**src/rtl/core/assert_macros.svh**
```systemverilog
// ----------------------------------------------------------------------------
// assert_macros.svh
// Concurrent assertion helpers shared by the sharpen filter RTL.
// ----------------------------------------------------------------------------
`ifndef ASSERT_MACROS_SVH
`define ASSERT_MACROS_SVH

`ifndef NO_ASSERTIONS

// Property must hold at every rising edge outside reset.
`define SHP_ASSERT(name, clk, rst, prop, msg) \
  name: assert property (@(posedge clk) disable iff (rst) prop) else $error(msg);

// Condition must never be true at a rising edge outside reset.
`define SHP_ASSERT_NEVER(name, clk, rst, cond, msg) \
  name: assert property (@(posedge clk) disable iff (rst) !(cond)) else $error(msg);

`else

`define SHP_ASSERT(name, clk, rst, prop, msg)
`define SHP_ASSERT_NEVER(name, clk, rst, cond, msg)

`endif

`endif

```
**src/rtl/core/shp_pkg.sv**
```systemverilog
// ----------------------------------------------------------------------------
// shp_pkg
// Types and constants shared by the 3x3 sharpen stream modules.
// ----------------------------------------------------------------------------
package shp_pkg;

  localparam int PIX_W     = 8;
  localparam int CFG_W     = 16;
  localparam int CFG_IDX_W = 2;
  localparam int WIDTH_W   = 12;
  localparam int HEIGHT_W  = 16;
  localparam int CHAN_W    = 3;

  localparam logic [WIDTH_W-1:0]  WIDTH_RESET  = 12'd640;
  localparam logic [HEIGHT_W-1:0] HEIGHT_RESET = 16'd480;
  localparam logic [CHAN_W-1:0]   CHAN_RESET   = 3'd1;

  // Configuration register indexes
  typedef enum logic [CFG_IDX_W-1:0] {
    REG_IMAGE_WIDTH   = 2'd0,
    REG_IMAGE_HEIGHT  = 2'd1,
    REG_CHANNEL_COUNT = 2'd2
  } cfg_reg_t;

  // Per-sample control decided at acceptance
  typedef struct packed {
    logic border;      // result pixel lies on the frame border
    logic two_rows;    // sample of the last row: also emit that row's zero
    logic frame_end;   // last sample of the frame
    logic bank;        // line store roles at acceptance
  } shp_item_t;

endpackage

```
**src/rtl/core/shp_filter_out.sv**
```systemverilog
// ----------------------------------------------------------------------------
// shp_filter_out
// Kernel stage and output register: forms the 3x3 sharpen result from the
// line store reads and emits one or two results per sample.
// ----------------------------------------------------------------------------
`include "assert_macros.svh"

module shp_filter_out #(
  parameter int MAX_CHANNELS = 4
) (
  input  logic                               clk,
  input  logic                               rst,
  input  logic                               load,
  input  shp_pkg::shp_item_t                 item,
  input  logic [shp_pkg::PIX_W-1:0]          sample,
  input  logic [$clog2(MAX_CHANNELS+1)-1:0]  ch_eff,
  input  logic [shp_pkg::PIX_W-1:0]          old_a,
  input  logic [shp_pkg::PIX_W-1:0]          old_b,
  input  logic [shp_pkg::PIX_W-1:0]          new_a,
  input  logic [shp_pkg::PIX_W-1:0]          new_b,
  output logic                               take_ready,
  output logic                               o_valid,
  input  logic                               o_ready,
  output logic [shp_pkg::PIX_W-1:0]          o_value,
  output logic                               o_last,
  output logic                               o_eof
);
  import shp_pkg::*;

  localparam int CH_W = $clog2(MAX_CHANNELS + 1);
  localparam int HI_W = (MAX_CHANNELS > 1) ? $clog2(MAX_CHANNELS) : 1;

  logic             s1_v;
  logic             s1_phase;
  shp_item_t        s1_item;
  logic [PIX_W-1:0] s1_sample;
  logic [PIX_W-1:0] hist [MAX_CHANNELS];

  logic [PIX_W-1:0] cen;
  logic [PIX_W-1:0] right;
  logic [PIX_W-1:0] up;
  logic [PIX_W-1:0] left;
  logic [11:0]      sum5;
  logic [11:0]      subs;
  logic [11:0]      diff;
  logic [PIX_W-1:0] first_value;
  logic             o_free;
  logic             emit;
  logic             leave;

  always_comb begin
    cen   = s1_item.bank ? old_a : new_a;
    right = s1_item.bank ? old_b : new_b;
    up    = s1_item.bank ? new_a : old_a;
    left  = hist[HI_W'(ch_eff - CH_W'(1))];

    sum5 = {2'b00, cen, 2'b00} + {4'b0000, cen};
    subs = {4'b0000, left} + {4'b0000, right} + {4'b0000, up} + {4'b0000, s1_sample};
    diff = sum5 - subs;

    if (s1_item.border || (sum5 < subs)) begin
      first_value = '0;
    end else if (diff > 12'd255) begin
      first_value = 8'd255;
    end else begin
      first_value = diff[PIX_W-1:0];
    end

    o_free     = !o_valid || o_ready;
    emit       = s1_v && o_free;
    leave      = emit && (s1_phase || !s1_item.two_rows);
    take_ready = !s1_v || leave;
  end

  always_ff @(posedge clk) begin
    if (rst) begin
      s1_v     <= 1'b0;
      s1_phase <= 1'b0;
    end else if (load) begin
      s1_v     <= 1'b1;
      s1_phase <= 1'b0;
    end else if (leave) begin
      s1_v     <= 1'b0;
      s1_phase <= 1'b0;
    end else if (emit) begin
      s1_phase <= 1'b1;
    end
  end

  always_ff @(posedge clk) begin
    if (load) begin
      s1_item   <= item;
      s1_sample <= sample;
    end
  end

  // Centre taps of earlier samples supply the left neighbor
  always_ff @(posedge clk) begin
    if (leave) begin
      hist[0] <= cen;
      for (int i = 1; i < MAX_CHANNELS; i++) begin
        hist[i] <= hist[i-1];
      end
    end
  end

  always_ff @(posedge clk) begin
    if (rst) begin
      o_valid <= 1'b0;
    end else if (emit) begin
      o_valid <= 1'b1;
    end else if (o_ready) begin
      o_valid <= 1'b0;
    end
  end

  always_ff @(posedge clk) begin
    if (emit) begin
      o_value <= s1_phase ? '0 : first_value;
      o_last  <= s1_phase || !s1_item.two_rows;
      o_eof   <= (s1_phase || !s1_item.two_rows) && s1_item.frame_end;
    end
  end

  `SHP_ASSERT_NEVER(a_no_overrun, clk, rst, load && s1_v && !leave, "kernel stage overwritten")
  `SHP_ASSERT(a_phase_two, clk, rst, s1_v && s1_phase |-> s1_item.two_rows, "stray second result")
  `SHP_ASSERT(a_phase_after_emit, clk, rst, $rose(s1_phase) |-> $past(emit), "phase without emit")
  `SHP_ASSERT(a_drain, clk, rst, leave && !load |=> !s1_v, "kernel stage did not drain")
  `SHP_ASSERT(a_eof_last, clk, rst, o_valid && o_eof |-> o_last, "frame end not on last of run")

endmodule

```
**config.mk**
```make
export PLATFORM = sky130hd
export DESIGN_NAME = shp_filter_out
export DESIGN_NICKNAME = d
export VERILOG_FILES = /design/src/rtl/core/shp_pkg.sv /design/src/rtl/core/shp_filter_out.sv
export VERILOG_INCLUDE_DIRS = /design/src /design/src/rtl/core
export SDC_FILE = /design/constraint.sdc
export NUM_CORES = 1
export LEC_CHECK = 0
export BUFFER_PORTS_ARGS = -buffer_cell sky130_fd_sc_hd__buf_4
export CELL_PAD_IN_SITES_DETAIL_PLACEMENT = 1
export CELL_PAD_IN_SITES_GLOBAL_PLACEMENT = 2
export CORE_ASPECT_RATIO = 0.8
export CORE_MARGIN = 4
export CORE_UTILIZATION = 41
export DETAILED_ROUTE_END_ITERATION = 7
export HOLD_SLACK_MARGIN = 0.15
export PLACE_DENSITY = 0.88
export SETUP_SLACK_MARGIN = 0.5
export SLEW_MARGIN = 25
export SYNTH_ARGS = -nofsm -noshare
export SYNTH_HDL_FRONTEND = slang
export SYNTH_SLANG_ARGS = --single-unit
```
**constraint.sdc**
```tcl
create_clock -name clk -period 11.3 [get_ports clk]
set_input_delay 2.825 -clock clk [delete_from_list [all_inputs] [get_ports clk]]
set_output_delay 2.825 -clock clk [all_outputs]
set_load 0.02 [all_outputs]
```
==> key figures <==
Timing
  • Slew margin rel.: between 60% and 70%
  • Worst-Margin Slew: between 0.4 and 0.5 ns
  • Final Max Tran Viols: 0
  • Final Cycle Share: 65.5%
  • Setup Viol. Count Final: 0
  • Minimum clock period: 7.40 ns
  • Setup TNS: 0 ns
  • Final hold vios: 0
  • Clock skew: 0.00420 ns
  • Fmax: 135 MHz
  • Worst hold slack: about 0.44 ns
  • RSZ-0062 raised after global routing: no

Worst hold path
  • Worst hold path stage count: 0
  • Worst hold-check path type: reg -> reg
  • HP Start: hist[1][2]

Die
  • Core ar.: ~0.0087 mm2
  • Die extent in y: 93.5 um
  • I/O pin total: 63
  • Starting Density: 43.2%
  • Chip width: 115 um
  • Rows: 30
  • Die area: 0.0107 mm2

Power
  • Leakage: a little over 2 nW
  • Clock Power Share: between 20 and 30%
  • NetSw: 494 uW
  • Comb pwr share: around 54%
  • Sw frac: between 30% and 40%
  • Pwr dens: 273 mW/mm2
  • Part of the power in registers: 20.8%
  • Worst VDD drop: 0.111 mV
  • Cell Int Power: 785 uW

Routing
  • Via density: about 5.2
  • Starting DRT DRC Count: 148
  • TritonRoute pass-1 iters: 4
  • ANT nets after route: 0
  • Routed wire length: 8290 um
  • Number of remaining DRC errors: 0
  • DR vias: 2507
  • Drt wl/cell: 17.3 um

CTS
  • Clk pin slew, worst setup/hold paths: 0.05 ns
  • H-tree Lvls: 3
  • Max Buffers Root-to-Sink: 2
  • Cts hold-fix bufs: 0
  • CTS Buf Count: 9
  • CTS tree: yes
  • CTS sink cnt: 57
  • Worst-Skew Late Latency: 0.33 ns
  • Post-CTS setup buffers: 0
  • Root Driver: clkbuf_16
  • Post_cts resized: 0

Yosys
  • Yosys warning count: 0
  • Post-synth ARST share: 0%
  • Post-synth EDFFs: 54
  • Gate count of the mapped netlist: between 200 and 300
  • Net Count, Synth: 391
  • Post-synthesis sequential area ratio: 44.9%
  • #FFs+latches synth: 57
  • Syn avg cell area: 12.7 um2
  • Leading register cell type out of synthesis: edfxtp_1
  • Post-synthesis cell area: ~0.0037 mm2
  • Library cells used by synthesis: 41

Worst setup path
  • Reg2reg path depth: 18
  • Slowest Stage Delay on Critical Path: between 0.4 and 0.5 ns
  • Worst Path Required: 11.35 ns
  • Setup crit start kind: input pin
  • Max FO, Critical Path: 8
  • CP endpoint kind: flop
  • WP buf/inv: 1
  • Slowest cell on crit path: fa_1
  • Worst path depth: 18
  • Critical Path Start: old_b[0]
  • Critical path's top delay family: adder cells
  • CP Cell Sequence: buf_4 -> mux2_2 -> fa_1 -> fa_1 -> ha_1 -> fa_1 -> a21o_1 -> a21oi_1 -> o21bai_1 -> a21oi_1 -> xor2_1 -> ha_1 -> a21o_1 -> a31oi_1 -> a31oi_1 -> nor2_1 -> mux2i_2 -> a31oi_1
  • CP Class: in -> reg
  • FF-to-FF Start: s1_item[0]
  • WP data arrival: 7.45 ns

GRT
  • Global-route wire length before repair: ~14000 um
  • Pin count of the biggest net entering global routing: 33
  • Initial antenna violation count: 0
  • GRT Util Overall: 17.0%
  • Total gr overflow: 0
  • Vias in the first global route: 2810

Cells and area
  • P&R area growth vs syn: 25.3%
  • Nets: 459
  • Layout cells sized above 1: 26.6%
  • Non-Filler Instances: 480
  • Post-layout utilization of the core: 54.1%
  • Ant. Diodes: 0

Place
  • Placed cell count: 464
  • DP HPWL: 6360 um
  • Final Wtd Congestion: 0.758
  • PortBufs: 61

Flow run
  • Max_cap viols: 0

Run status
  • Status: complete, no violations
cells by family (layout without fill, tap and decap cells):
group                      Yosys count  count (layout)  synth area share (%)
muxes                               34              34                  12.1
and+or+nand+nor                     40              40                  5.05
xor gates and xnor gates            17              17                  3.98
adders and majority gates           45              45                  18.6
buffers and inverters               47             120                  4.84
DFF                                 57              57                  44.9
AOI/OAI and AO/OA                   55              55                  10.5
cells in the final DEF, fill, tap and decap left out, types with 6 or more instances in the layout:
cell type / instances
mux4_2: 8
a31oi_1: 10
edfxtp_1: 54
buf_4: 63
a21o_1: 7
xnor2_1: 9
a21oi_1: 13
inv_1: 41
mux2_2: 6
nand2_1: 10
clkbuf_16: 9
o21ai_0: 7
fa_1: 18
ha_1: 27
nor2_1: 11
mux2i_1: 19
xor2_1: 8
worst reg2reg max path, cell delays in order (launching register included):
cell      delay [ns]
edfxtp_1        0.32
buf_4           0.37
mux2_2          0.41
fa_1            0.43
fa_1            0.48
ha_1            0.24
fa_1            0.41
a21o_1          0.20
a21oi_1         0.22
o21bai_1        0.10
a21oi_1         0.24
xor2_1          0.20
ha_1            0.34
a21o_1          0.19
a31oi_1         0.22
a31oi_1         0.13
nor2_1          0.23
mux2i_2         0.48
a31oi_1         0.16
synth_stat cells (all sizes together), types with 5 or more instances:
master / number / area share, %
a21o: 7 / 1.4
a21oi: 14 / 2.0
a31oi: 10 / 1.7
clkbuf: 5 / 0.53
edfxtp: 54 / 43
fa: 18 / 9.6
ha: 27 / 9.0
inv: 41 / 4.1
mux2: 6 / 1.8
mux2i: 20 / 5.4
mux4: 8 / 4.8
nand2: 10 / 1.0
nand2b: 5 / 0.84
nor2: 12 / 1.2
nor2b: 5 / 0.84
nor3: 5 / 0.67
o21ai: 7 / 0.94
xnor2: 9 / 2.1
xor2: 8 / 1.9
cell type report:
cell class	instances	area, um2
Fill cell	899	3980
Multi-Input combinational cell	191	1880
Sequential cell	57	1680
Timing Repair Buffer	63	473
Clock buffer	9	225
Inverter	41	154
Tap cell	112	140
Clock inverter	7	133
path summary, 6_finish.rpt:
path                                    to  slack [ns]
worst max-delay path            o_value[6]        3.90
worst min-delay path            hist[2][2]        0.44
worst max register to register  o_value[6]        5.67
worst min register to register  hist[2][2]        0.44
sequential cells by signal, indices dropped and copies added (netlist names):
name,flops
o_value,8
s1_item,4
s1_sample,8
s1_v,1
o_last,1
o_eof,1
hist,32
o_valid,1
s1_phase,1
metal layers:
layer / up-vias / global-route usage, % / part of all wire [%]
met1: 1251 / 20.7 / 45
li1: 1200 / - / -
met2: 46 / 29.3 / 49
met4: 0 / 5.57 / 1.3
met5: - / 0 / 0
met3: 10 / 4.27 / 3.8
power by group through the flow:
stage          registers (mW)  logic [mW]  clock network (mW)
2_1_floorplan           0.280       0.514                   0
3_3_place_gp            0.268       0.658                   0
3_5_place_dp            0.270       0.679                   0
5_1_grt                 0.267       0.778               0.343
6_report                0.266       0.688               0.326
4_1_cts                 0.266       0.693               0.333
stage by stage:
stage          power (mW)  cell area (um2)  setup WS [ns]
2_1_floorplan       0.793             3740           3.87
3_3_place_gp        0.926             4330           3.62
3_5_place_dp        0.949             4330           3.60
4_1_cts              1.29             4690           3.89
5_1_grt              1.39             4690           3.42
6_report             1.28             4690           3.90
Note: power is estimated with default switching activity, not from simulation.
