`src/rtl/core/assert_macros.svh`:
```
// ----------------------------------------------------------------------------
// assert_macros.svh
// Concurrent assertion helpers shared by the sharpen filter RTL.
// ----------------------------------------------------------------------------
`ifndef ASSERT_MACROS_SVH
`define ASSERT_MACROS_SVH

`ifndef NO_ASSERTIONS

// Property must hold at every rising edge outside reset.
`define SHP_ASSERT(name, clk, rst, prop, msg) \
  name: assert property (@(posedge clk) disable iff (rst) prop) else $error(msg);

// Condition must never be true at a rising edge outside reset.
`define SHP_ASSERT_NEVER(name, clk, rst, cond, msg) \
  name: assert property (@(posedge clk) disable iff (rst) !(cond)) else $error(msg);

`else

`define SHP_ASSERT(name, clk, rst, prop, msg)
`define SHP_ASSERT_NEVER(name, clk, rst, cond, msg)

`endif

`endif

```
`src/rtl/core/shp_pkg.sv`:
```
// ----------------------------------------------------------------------------
// shp_pkg
// Types and constants shared by the 3x3 sharpen stream modules.
// ----------------------------------------------------------------------------
package shp_pkg;

  localparam int PIX_W     = 8;
  localparam int CFG_W     = 16;
  localparam int CFG_IDX_W = 2;
  localparam int WIDTH_W   = 12;
  localparam int HEIGHT_W  = 16;
  localparam int CHAN_W    = 3;

  localparam logic [WIDTH_W-1:0]  WIDTH_RESET  = 12'd640;
  localparam logic [HEIGHT_W-1:0] HEIGHT_RESET = 16'd480;
  localparam logic [CHAN_W-1:0]   CHAN_RESET   = 3'd1;

  // Configuration register indexes
  typedef enum logic [CFG_IDX_W-1:0] {
    REG_IMAGE_WIDTH   = 2'd0,
    REG_IMAGE_HEIGHT  = 2'd1,
    REG_CHANNEL_COUNT = 2'd2
  } cfg_reg_t;

  // Per-sample control decided at acceptance
  typedef struct packed {
    logic border;      // result pixel lies on the frame border
    logic two_rows;    // sample of the last row: also emit that row's zero
    logic frame_end;   // last sample of the frame
    logic bank;        // line store roles at acceptance
  } shp_item_t;

endpackage

```
`src/rtl/core/shp_scan_ctrl.sv`:
```
// ----------------------------------------------------------------------------
// shp_scan_ctrl
// Configuration registers, row/column scan counters and line store control.
// ----------------------------------------------------------------------------
module shp_scan_ctrl #(
  parameter int MAX_WIDTH    = 2048,
  parameter int MAX_CHANNELS = 4
) (
  input  logic                                   clk,
  input  logic                                   rst,
  input  logic                                   cfg_we,
  input  logic [shp_pkg::CFG_IDX_W-1:0]          cfg_index,
  input  logic [shp_pkg::CFG_W-1:0]              cfg_wdata,
  input  logic                                   accept,
  output logic                                   has_out,
  output shp_pkg::shp_item_t                     item,
  output logic [$clog2(MAX_CHANNELS+1)-1:0]      ch_eff,
  output logic                                   we_old,
  output logic                                   we_new,
  output logic                                   rd_en,
  output logic [$clog2(MAX_WIDTH*MAX_CHANNELS)-1:0] addr_c,
  output logic [$clog2(MAX_WIDTH*MAX_CHANNELS)-1:0] addr_r
);
  import shp_pkg::*;

  localparam int DEPTH = MAX_WIDTH * MAX_CHANNELS;
  localparam int AW    = $clog2(DEPTH);
  localparam int LEN_W = $clog2(DEPTH + 1);
  localparam int WW    = $clog2(MAX_WIDTH + 1);
  localparam int CH_W  = $clog2(MAX_CHANNELS + 1);

  logic [WIDTH_W-1:0]  image_width;
  logic [HEIGHT_W-1:0] image_height;
  logic [CHAN_W-1:0]   channel_count;

  logic [AW-1:0]       col;
  logic [HEIGHT_W-1:0] row;
  logic                bank;

  logic [WW-1:0]       w_eff;
  logic [HEIGHT_W-1:0] h_eff;
  logic [LEN_W-1:0]    len;
  logic [LEN_W-1:0]    ch_len;
  logic [AW-1:0]       col_at;
  logic [HEIGHT_W-1:0] row_at;
  logic [LEN_W-1:0]    col_inc;
  logic [HEIGHT_W:0]   row_inc;

  always_ff @(posedge clk) begin
    if (rst) begin
      image_width   <= WIDTH_RESET;
      image_height  <= HEIGHT_RESET;
      channel_count <= CHAN_RESET;
    end else if (cfg_we) begin
      case (cfg_index)
        REG_IMAGE_WIDTH:   image_width   <= cfg_wdata[WIDTH_W-1:0];
        REG_IMAGE_HEIGHT:  image_height  <= cfg_wdata[HEIGHT_W-1:0];
        REG_CHANNEL_COUNT: channel_count <= cfg_wdata[CHAN_W-1:0];
        default: ;
      endcase
    end
  end

  // Saturate the registers to the supported geometry
  always_comb begin
    if (image_width < WIDTH_W'(3)) begin
      w_eff = WW'(3);
    end else if (32'(image_width) > 32'(MAX_WIDTH)) begin
      w_eff = WW'(MAX_WIDTH);
    end else begin
      w_eff = WW'(image_width);
    end
    if (channel_count == '0) begin
      ch_eff = CH_W'(1);
    end else if (32'(channel_count) > 32'(MAX_CHANNELS)) begin
      ch_eff = CH_W'(MAX_CHANNELS);
    end else begin
      ch_eff = CH_W'(channel_count);
    end
    h_eff  = (image_height < HEIGHT_W'(3)) ? HEIGHT_W'(3) : image_height;
    len    = LEN_W'(w_eff) * LEN_W'(ch_eff);
    ch_len = LEN_W'(ch_eff);
  end

  // Restart counters that lie past a shrunken geometry
  always_comb begin
    col_at  = (LEN_W'(col) >= len) ? '0 : col;
    row_at  = (row >= h_eff) ? '0 : row;
    col_inc = LEN_W'(col_at) + LEN_W'(1);
    row_inc = {1'b0, row_at} + (HEIGHT_W+1)'(1);

    has_out        = (row_at != '0);
    item.border    = (row_at == HEIGHT_W'(1)) || (LEN_W'(col_at) < ch_len) ||
                     (LEN_W'(col_at) >= len - ch_len);
    item.two_rows  = (row_at == h_eff - HEIGHT_W'(1));
    item.frame_end = item.two_rows && (LEN_W'(col_at) == len - LEN_W'(1));
    item.bank      = bank;

    // Incoming row overwrites the store that holds two rows up
    we_old = accept && !bank;
    we_new = accept && bank;
    rd_en  = accept && has_out;
    addr_c = col_at;
    addr_r = AW'(col_at + AW'(ch_eff));
  end

  always_ff @(posedge clk) begin
    if (rst) begin
      col  <= '0;
      row  <= '0;
      bank <= 1'b0;
    end else if (accept) begin
      if (col_inc >= len) begin
        col  <= '0;
        bank <= !bank;
        row  <= (row_inc >= {1'b0, h_eff}) ? '0 : row_inc[HEIGHT_W-1:0];
      end else begin
        col <= AW'(col_inc);
        row <= row_at;
      end
    end
  end

endmodule

```
`config.mk`:
```
export PLATFORM = sky130hd
export DESIGN_NAME = shp_scan_ctrl
export DESIGN_NICKNAME = d
export VERILOG_FILES = /design/src/rtl/core/assert_macros.svh /design/src/rtl/core/shp_pkg.sv /design/src/rtl/core/shp_scan_ctrl.sv
export SDC_FILE = /design/constraint.sdc
export NUM_CORES = 1
export LEC_CHECK = 0
export BUFFER_PORTS_ARGS = -buffer_cell sky130_fd_sc_hd__buf_2
export CAP_MARGIN = 5
export CORE_ASPECT_RATIO = 0.8
export CORE_MARGIN = 8
export CORE_UTILIZATION = 55
export DETAILED_ROUTE_END_ITERATION = 7
export PLACE_DENSITY = 0.83
export SYNTH_ARGS = -nofsm -noshare
export SYNTH_HDL_FRONTEND = slang
export SYNTH_SLANG_ARGS = --single-unit
```
`constraint.sdc`:
```
create_clock -name clk -period 10.34 [get_ports clk]
set_input_delay 0 -clock clk [delete_from_list [all_inputs] [get_ports clk]]
set_output_delay 0 -clock clk [all_outputs]
set_load 0.1 [all_outputs]
```
==> results of run 1 <==
-- Yosys cell counts, types with 10 or more instances --
library cell,instances
nand2_1,141
ha_1,99
nor2_1,77
a21oi_1,76
inv_1,76
dfxtp_1,61
nand3_1,45
xnor2_1,45
clkbuf_1,41
o21ai_0,29
xor2_1,29
a21o_1,21
and2_1,21
nor3_1,20
and3_1,18
a22o_1,17
nand4_1,16
nor4_1,15
fa_1,13
o21a_1,13
or3_1,12
o211ai_1,10
-- state kept, by name, summed over array words and instances (netlist names) --
name           count
bank               1
col               13
image_height      16
row               16
channel_count      3
image_width       12
-- per-layer routing --
layer	up-vias	GRT usage	wire (um)
met5	-	0	0
met4	0	0.0680	492
met3	45	0.0497	2320
met2	412	0.371	9510
met1	3789	0.356	10500
li1	3830	-	-
-- power by group through the flow --
stage	Sequential (mW)	Clock (mW)	Combinational (mW)
floorplan	0.250	0	0.164
global placement	0.253	0	0.203
detailed placement	0.253	0	0.208
CTS	0.249	0.294	0.214
global route	0.250	0.306	0.237
finish	0.249	0.292	0.218
-- cells by family (layout without fill, tap and decap cells) --
group | Yosys count | after routing | synth area share
fa+ha+maj | 112 | 112 | 0.194
mux | 3 | 3 | 0.00405
buf+inv | 129 | 173 | 0.0645
xor+xnor | 76 | 76 | 0.0897
compound gates | 251 | 251 | 0.226
flops | 61 | 61 | 0.158
simple gates | 413 | 413 | 0.263
-- worst max-delay path, delay by kind of cell, from the launching register on --
kind | cells | cell delay (ns)
simple gates | 14 | 3.62
compound gates | 12 | 3.19
xor+xnor | 1 | 0.29
buf+inv | 3 | 0.63
fa+ha+maj | 5 | 1.62
flops | 1 | 0.35
-- layout by cell type, fill, tap and decap left out, types with 28 or more instances in the layout --
master	Yosys	layout
nor2_1	77	77
inv_1	76	76
buf_2	1	58
ha_1	99	99
xor2_1	29	29
nand2_1	141	141
a21oi_1	76	76
dfxtp_1	61	61
xnor2_1	45	45
nand3_1	45	45
o21ai_0	29	28
-- path summary, 6_finish.rpt --
kind                            endpoint  slack (ns)  cells after the start
max                 row[15]$_SDFFE_PP0P_        0.50                     35
min                 col[10]$_SDFFE_PP0P_        0.07                      3
max reg2reg         row[15]$_SDFFE_PP0P_        0.50                     35
min reg2reg  image_width[0]$_SDFFE_PP0P_        0.47                      2
-- final cells by class --
cell class / count / area (sq um)
Timing Repair Buffer: 80 / 495
Clock buffer: 16 / 292
Tap cell: 180 / 225
Sequential cell: 61 / 1220
Inverter: 77 / 289
Fill cell: 1156 / 5120
Multi-Input combinational cell: 855 / 6000
-- metrics by stage --
stage,cell area (sq um),utilization
3_3_place_gp,8080,0.592
3_5_place_dp,8080,0.592
2_1_floorplan,7720,-
4_1_cts,8530,0.625
6_report,8530,0.625
5_1_grt,8530,0.625
-- what timing repair did --
item / CTS / global route
hold buffers: 16 / 0
endpoints found under the setup margin: 0 / 0
endpoints found under the hold margin: 31 / 0
==> impl_metrics.json, run 1 <==
{
  "fin_worst_skew_ns": 0.00893,
  "die-area_sq_um": 18100,
  "fin_ws_ns": 0.500,
  "tns_ns": 0,
  "synthArstFlopShare": 0,
  "clk_latency_ns": 0.34,
  "yosys_warnings": 0,
  "synth_area_leaders": "ha_1 16%, dfxtp_1 16%, nand2_1 6.9%, xnor2_1 5.1%, a21oi_1 4.9%",
  "synthToLayoutAreaGrowth_pct": 10.4,
  "nNetsFinal": 1218,
  "ioPinCount": 59,
  "ctsResizeCount": 0,
  "track_usage": 0.249,
  "ys_ff_latch": 61,
  "portBuffers": 58,
  "rows": 38,
  "grt_first_pass_wirelength_um": 37000,
  "drv_cap": 0,
  "netlist_area_sq_um": 7720,
  "cts_buffers": 9,
  "finalSetupViolations": 0,
  "leakage_nw": 4.01,
  "core_area_sq_um": 13600,
  "hold_path_class": "in2reg",
  "p_sw_frac": 0.334,
  "fp.dieH_um": 122,
  "power_frac_clock": 0.385,
  "grt_pass1_vias": 7323,
  "power.total_uw": 759,
  "synth_top_area_cell": "ha_1",
  "hpwl_um": 17600,
  "min_period_ns": 9.84,
  "wl_per_cell_um": 18.0,
  "post-route-period-util": 0.952,
  "cts_tree": "yes",
  "cts.clk_slew.worst_paths_ns": 0.06,
  "worst_ir_drop_vdd_mv": 0.119,
  "seq_power_share": 0.328,
  "drcViolationCount": 0,
  "cp_max_fo": 24,
  "slowest_delay_ns": 0.61,
  "gp_congestion": 0.978,
  "hp-start": "accept",
  "initial_core_util": 0.566,
  "cp-end-kind": "register",
  "routed_wl_um": 22800,
  "p_comb_frac": 0.287,
  "drive_gt1_frac": 0.0845,
  "clock-root-buffer": "clkbuf_16",
  "synthDistinctLibCells": 76,
  "crit_path_top_delay_cell": "o32ai_1",
  "intPower_uw": 505,
  "post_cts_buffers": 0,
  "whs_ns": 0.0736,
  "grt_max_degree": 48,
  "place_inst": 1237,
  "timing.fmax_mhz": 102,
  "htree_levels": 3,
  "cts.sinks": 61,
  "viasPerCell": 6.36,
  "synth_top_area_frac": 0.160,
  "drt_iter0_drc": 748,
  "critical_path_required_ns": 10.56,
  "power.density_nw_per_um2": 89.0,
  "drv_slew": 0,
  "synth_edf_count": 0,
  "p_switching_uw": 254,
  "hold_viol": 0,
  "die_x_um": 148,
  "fin_cells": 1269,
  "synth.avg_cell_area_sq_um": 7.39,
  "cpMostUsedCell": "ha_1",
  "crit_start": "image_width[8]$_SDFFE_PP0P_",
  "grt-ovfl-total": 0,
  "status": "finished clean",
  "clockBufferDepth": 2,
  "rr_startpoint": "image_width[8]$_SDFFE_PP0P_",
  "relSlewSlack": 0.183,
  "pre_cts_ws_ns": 0.752,
  "seq_area_frac_synth": 0.158,
  "via_count": 8076,
  "synth_nets": 1179,
  "critical_path_class": "reg2reg",
  "cp-start-kind": "register",
  "firstDrtPassIters": 5,
  "diodes": 0,
  "arrival_ns": 10.06,
  "antenna_found_initial": 0,
  "tightest_slew_ns": 1.22,
  "syn_inst": 1045,
  "rsz0062_at_grt": "no",
  "drtAntennaViolNets": 0,
  "synth_ff_type": "dfxtp_1"
}
Note: power is estimated with default switching activity, not from simulation.
==> run 2, diff against run 1 <==
--- a/config.mk
+++ b/config.mk
@@ -5,6 +5,7 @@
 export SDC_FILE = /design/constraint.sdc
 export NUM_CORES = 1
 export LEC_CHECK = 0
+export ABC_AREA = 1
 export BUFFER_PORTS_ARGS = -buffer_cell sky130_fd_sc_hd__buf_2
 export CAP_MARGIN = 5
 export CORE_ASPECT_RATIO = 0.8
==> impl_metrics.json, run 2 <==
{
  "status": "finished clean",
  "final_core_util": 0.619,
  "post-route-period-util": 0.866,
  "syn_inst": 1243,
  "fp.dieH_um": 123,
  "slowest_delay_ns": 0.68,
  "wl_per_cell_um": 16.4,
  "synth_ff_type": "dfxtp_1",
  "grt_first_pass_wirelength_um": 39200,
  "rsz0062_at_grt": "no",
  "synth_edf_count": 0,
  "cts.clk_slew.worst_paths_ns": 0.06,
  "portBuffers": 58,
  "drive_gt1_frac": 0.0924,
  "synth-simple-area-share": 0.338,
  "power.density_nw_per_um2": 111,
  "synth_compound_area_frac": 0.132,
  "synth_area_leaders": "ha_1 16%, dfxtp_1 16%, nand2_1 14%, inv_1 9.3%, a21oi_1 6.3%",
  "layout_commonest_cell": "nand2_1",
  "firstDrtPassIters": 6,
  "diodes": 0,
  "yosysMostFrequentCell": "nand2_1",
  "synth_top_family_by_area": "simple AND/OR/NAND/NOR gates",
  "antenna_found_initial": 0,
  "crit_path_top_delay_cell": "nor2_1",
  "hold-path-cell-count": 3,
  "drtAntennaViolNets": 0,
  "hold-path-endpoint": "channel_count[0]$_SDFFE_PP1P_",
  "ioPinCount": 59,
  "hpwl_um": 19500,
  "drcViolationCount": 0,
  "synth_top_area_frac": 0.159,
  "yosys_warnings": 0,
  "synthToLayoutAreaGrowth_pct": 11.7,
  "r2r_end": "col[12]$_SDFFE_PP0P_",
  "drt_iter0_drc": 1108,
  "synth_nets": 1377,
  "synth_mux_area_frac": 0,
  "tightest_slew_ns": 1.09,
  "cts_tree": "yes",
  "via_count": 8430,
  "clockBufferDepth": 2,
  "min_period_ns": 8.96,
  "cp_max_fo": 13,
  "die_x_um": 149,
  "timing.fmax_mhz": 112,
  "relSlewSlack": 0.266,
  "initial_core_util": 0.554,
  "tns_ns": 0,
  "cts_buffers": 9,
  "cp-start-kind": "register",
  "gp_congestion": 1.00,
  "die-area_sq_um": 18300,
  "ff2ff_setup_slack_ns": 1.38,
  "rr_startpoint": "channel_count[2]$_SDFFE_PP0P_",
  "track_usage": 0.267,
  "fin_worst_skew_ns": 0.0106,
  "arrival_ns": 9.21,
  "seq_area_frac_synth": 0.156,
  "drv_slew": 0,
  "htree_levels": 3,
  "worst_ir_drop_vdd_mv": 0.0930,
  "netlist_area_sq_um": 7810,
  "ff2ff_path_depth": 36,
  "synthAdderAreaFrac": 0.192,
  "clock-root-buffer": "clkbuf_16",
  "critical_path_required_ns": 10.60,
  "nNetsFinal": 1439,
  "hold_viol": 0,
  "grt_max_degree": 41,
  "hold_path_class": "in2reg",
  "power.total_uw": 970,
  "synthTopCellsByCount": "291 x nand2_1, 194 x inv_1, 130 x nor2_1",
  "stdcell_area_sq_um": 8730,
  "leakage_nw": 4.48,
  "core_area_sq_um": 14100,
  "viasPerCell": 5.65,
  "synth-xor-area-share": 0.0692,
  "critical_path_class": "reg2reg",
  "synthDistinctLibCells": 50,
  "routed_wl_um": 24500,
  "dpl-instance-area_sq_um": 8220,
  "grt_pass1_vias": 7679,
  "grt-ovfl-total": 0,
  "cts.sinks": 61,
  "ys_ff_latch": 61,
  "clk_latency_ns": 0.33,
  "final_cell_mix": "291 x nand2_1, 194 x inv_1, 130 x nor2_1",
  "hp-start": "cfg_index[1]",
  "cp-end-kind": "register",
  "rows": 39,
  "drv_cap": 0,
  "synth_top_area_cell": "ha_1",
  "cpMostUsedCell": "inv_1",
  "top_regs": "image_height (16), row (16), col (13)",
  "synth.avg_cell_area_sq_um": 6.29,
  "synthArstFlopShare": 0,
  "finalSetupViolations": 0
}
==> run 2: cell types whose count changed after synthesis, moves of 23 or more <==
cell and change:
nand2_1 +150, inv_1 +118, nand3_1 +26, clkbuf_1 -24, a21oi_1 +23, xnor2_1 -37, nor2_1 +53, o21ai_0 +26
==> run 2: how the worst max path moves through the flow <==
stage,from,end,slack [ns],depth (start not counted)
after CTS,channel_count[2]$_SDFFE_PP0P_,col[12]$_SDFFE_PP0P_,1.56,36
final,channel_count[2]$_SDFFE_PP0P_,col[12]$_SDFFE_PP0P_,1.38,36
after global placement,channel_count[2]$_SDFFE_PP0P_,col[12]$_SDFFE_PP0P_,1.73,36
after detailed placement,channel_count[2]$_SDFFE_PP0P_,col[12]$_SDFFE_PP0P_,1.59,36
after floorplan,channel_count[2]$_SDFFE_PP0P_,col[10]$_SDFFE_PP0P_,0.57,36
after global routing,channel_count[2]$_SDFFE_PP0P_,col[12]$_SDFFE_PP0P_,0.71,36
==> run 2: area by class of cell <==
type,instances,area [sq um]
repair buffers,76,465
fillers,1347,5380
well taps,184,230
clock inverters,4,95.1
flip-flops and latches,61,1220
multi-input cells,958,5720
inverters,199,747
clock buffers,11,253
==> run 2: logic make-up after synthesis <==
logic type / Yosys count
AOI/OAI and AO/OA: 189
xor gates and xnor gates: 60
adders and majority gates: 112
buffers and inverters: 224
DFF: 61
and+or+nand+nor: 597
==> run 2: through the flow <==
step	setup WS, ns	hold WS, ns	std cells
2_1_floorplan	0.569	0.0691	1243
3_3_place_gp	1.73	0.244	1462
3_5_place_dp	1.59	0.252	1462
4_1_cts	1.56	0.0106	1493
5_1_grt	0.708	0.0343	1493
6_report	1.38	0.0152	1493
==> run 2: metal layers <==
layer | up-vias | track usage | wire [um]
met5 | - | 0 | 0
met2 | 402 | 0.398 | 10300
met3 | 30 | 0.0648 | 2810
met1 | 3851 | 0.383 | 11200
met4 | 0 | 0.0516 | 246
li1 | 4147 | - | -
==> run 2: what timing repair did <==
item | in CTS | in global routing
setup buffers | 0 | 0
hold buffers | 16 | 0
endpoints found under the hold margin | 22 | 0
resized for setup | 0 | 0
setup endpoints to repair | 0 | 0
==> run 2: report_power, final <==
group / leakage, nW / internal (mW) / total [mW] / switching [mW]
logic: 3.81 / 0.104 / 0.358 / 0.254
clock network: 0.172 / 0.247 / 0.357 / 0.110
registers: 0.498 / 0.245 / 0.255 / 0.0100
==> run 2: worst max-delay path: cells and delay by family (launching register included) <==
| family | cells | cell delay [ns] |
|---|---|---|
| and+or+nand+nor | 17 | 3.82 |
| AOI/OAI and AO/OA | 5 | 0.76 |
| adders and majority gates | 6 | 1.87 |
| xor gates and xnor gates | 1 | 0.61 |
| DFF | 1 | 0.58 |
| buffers and inverters | 7 | 1.24 |
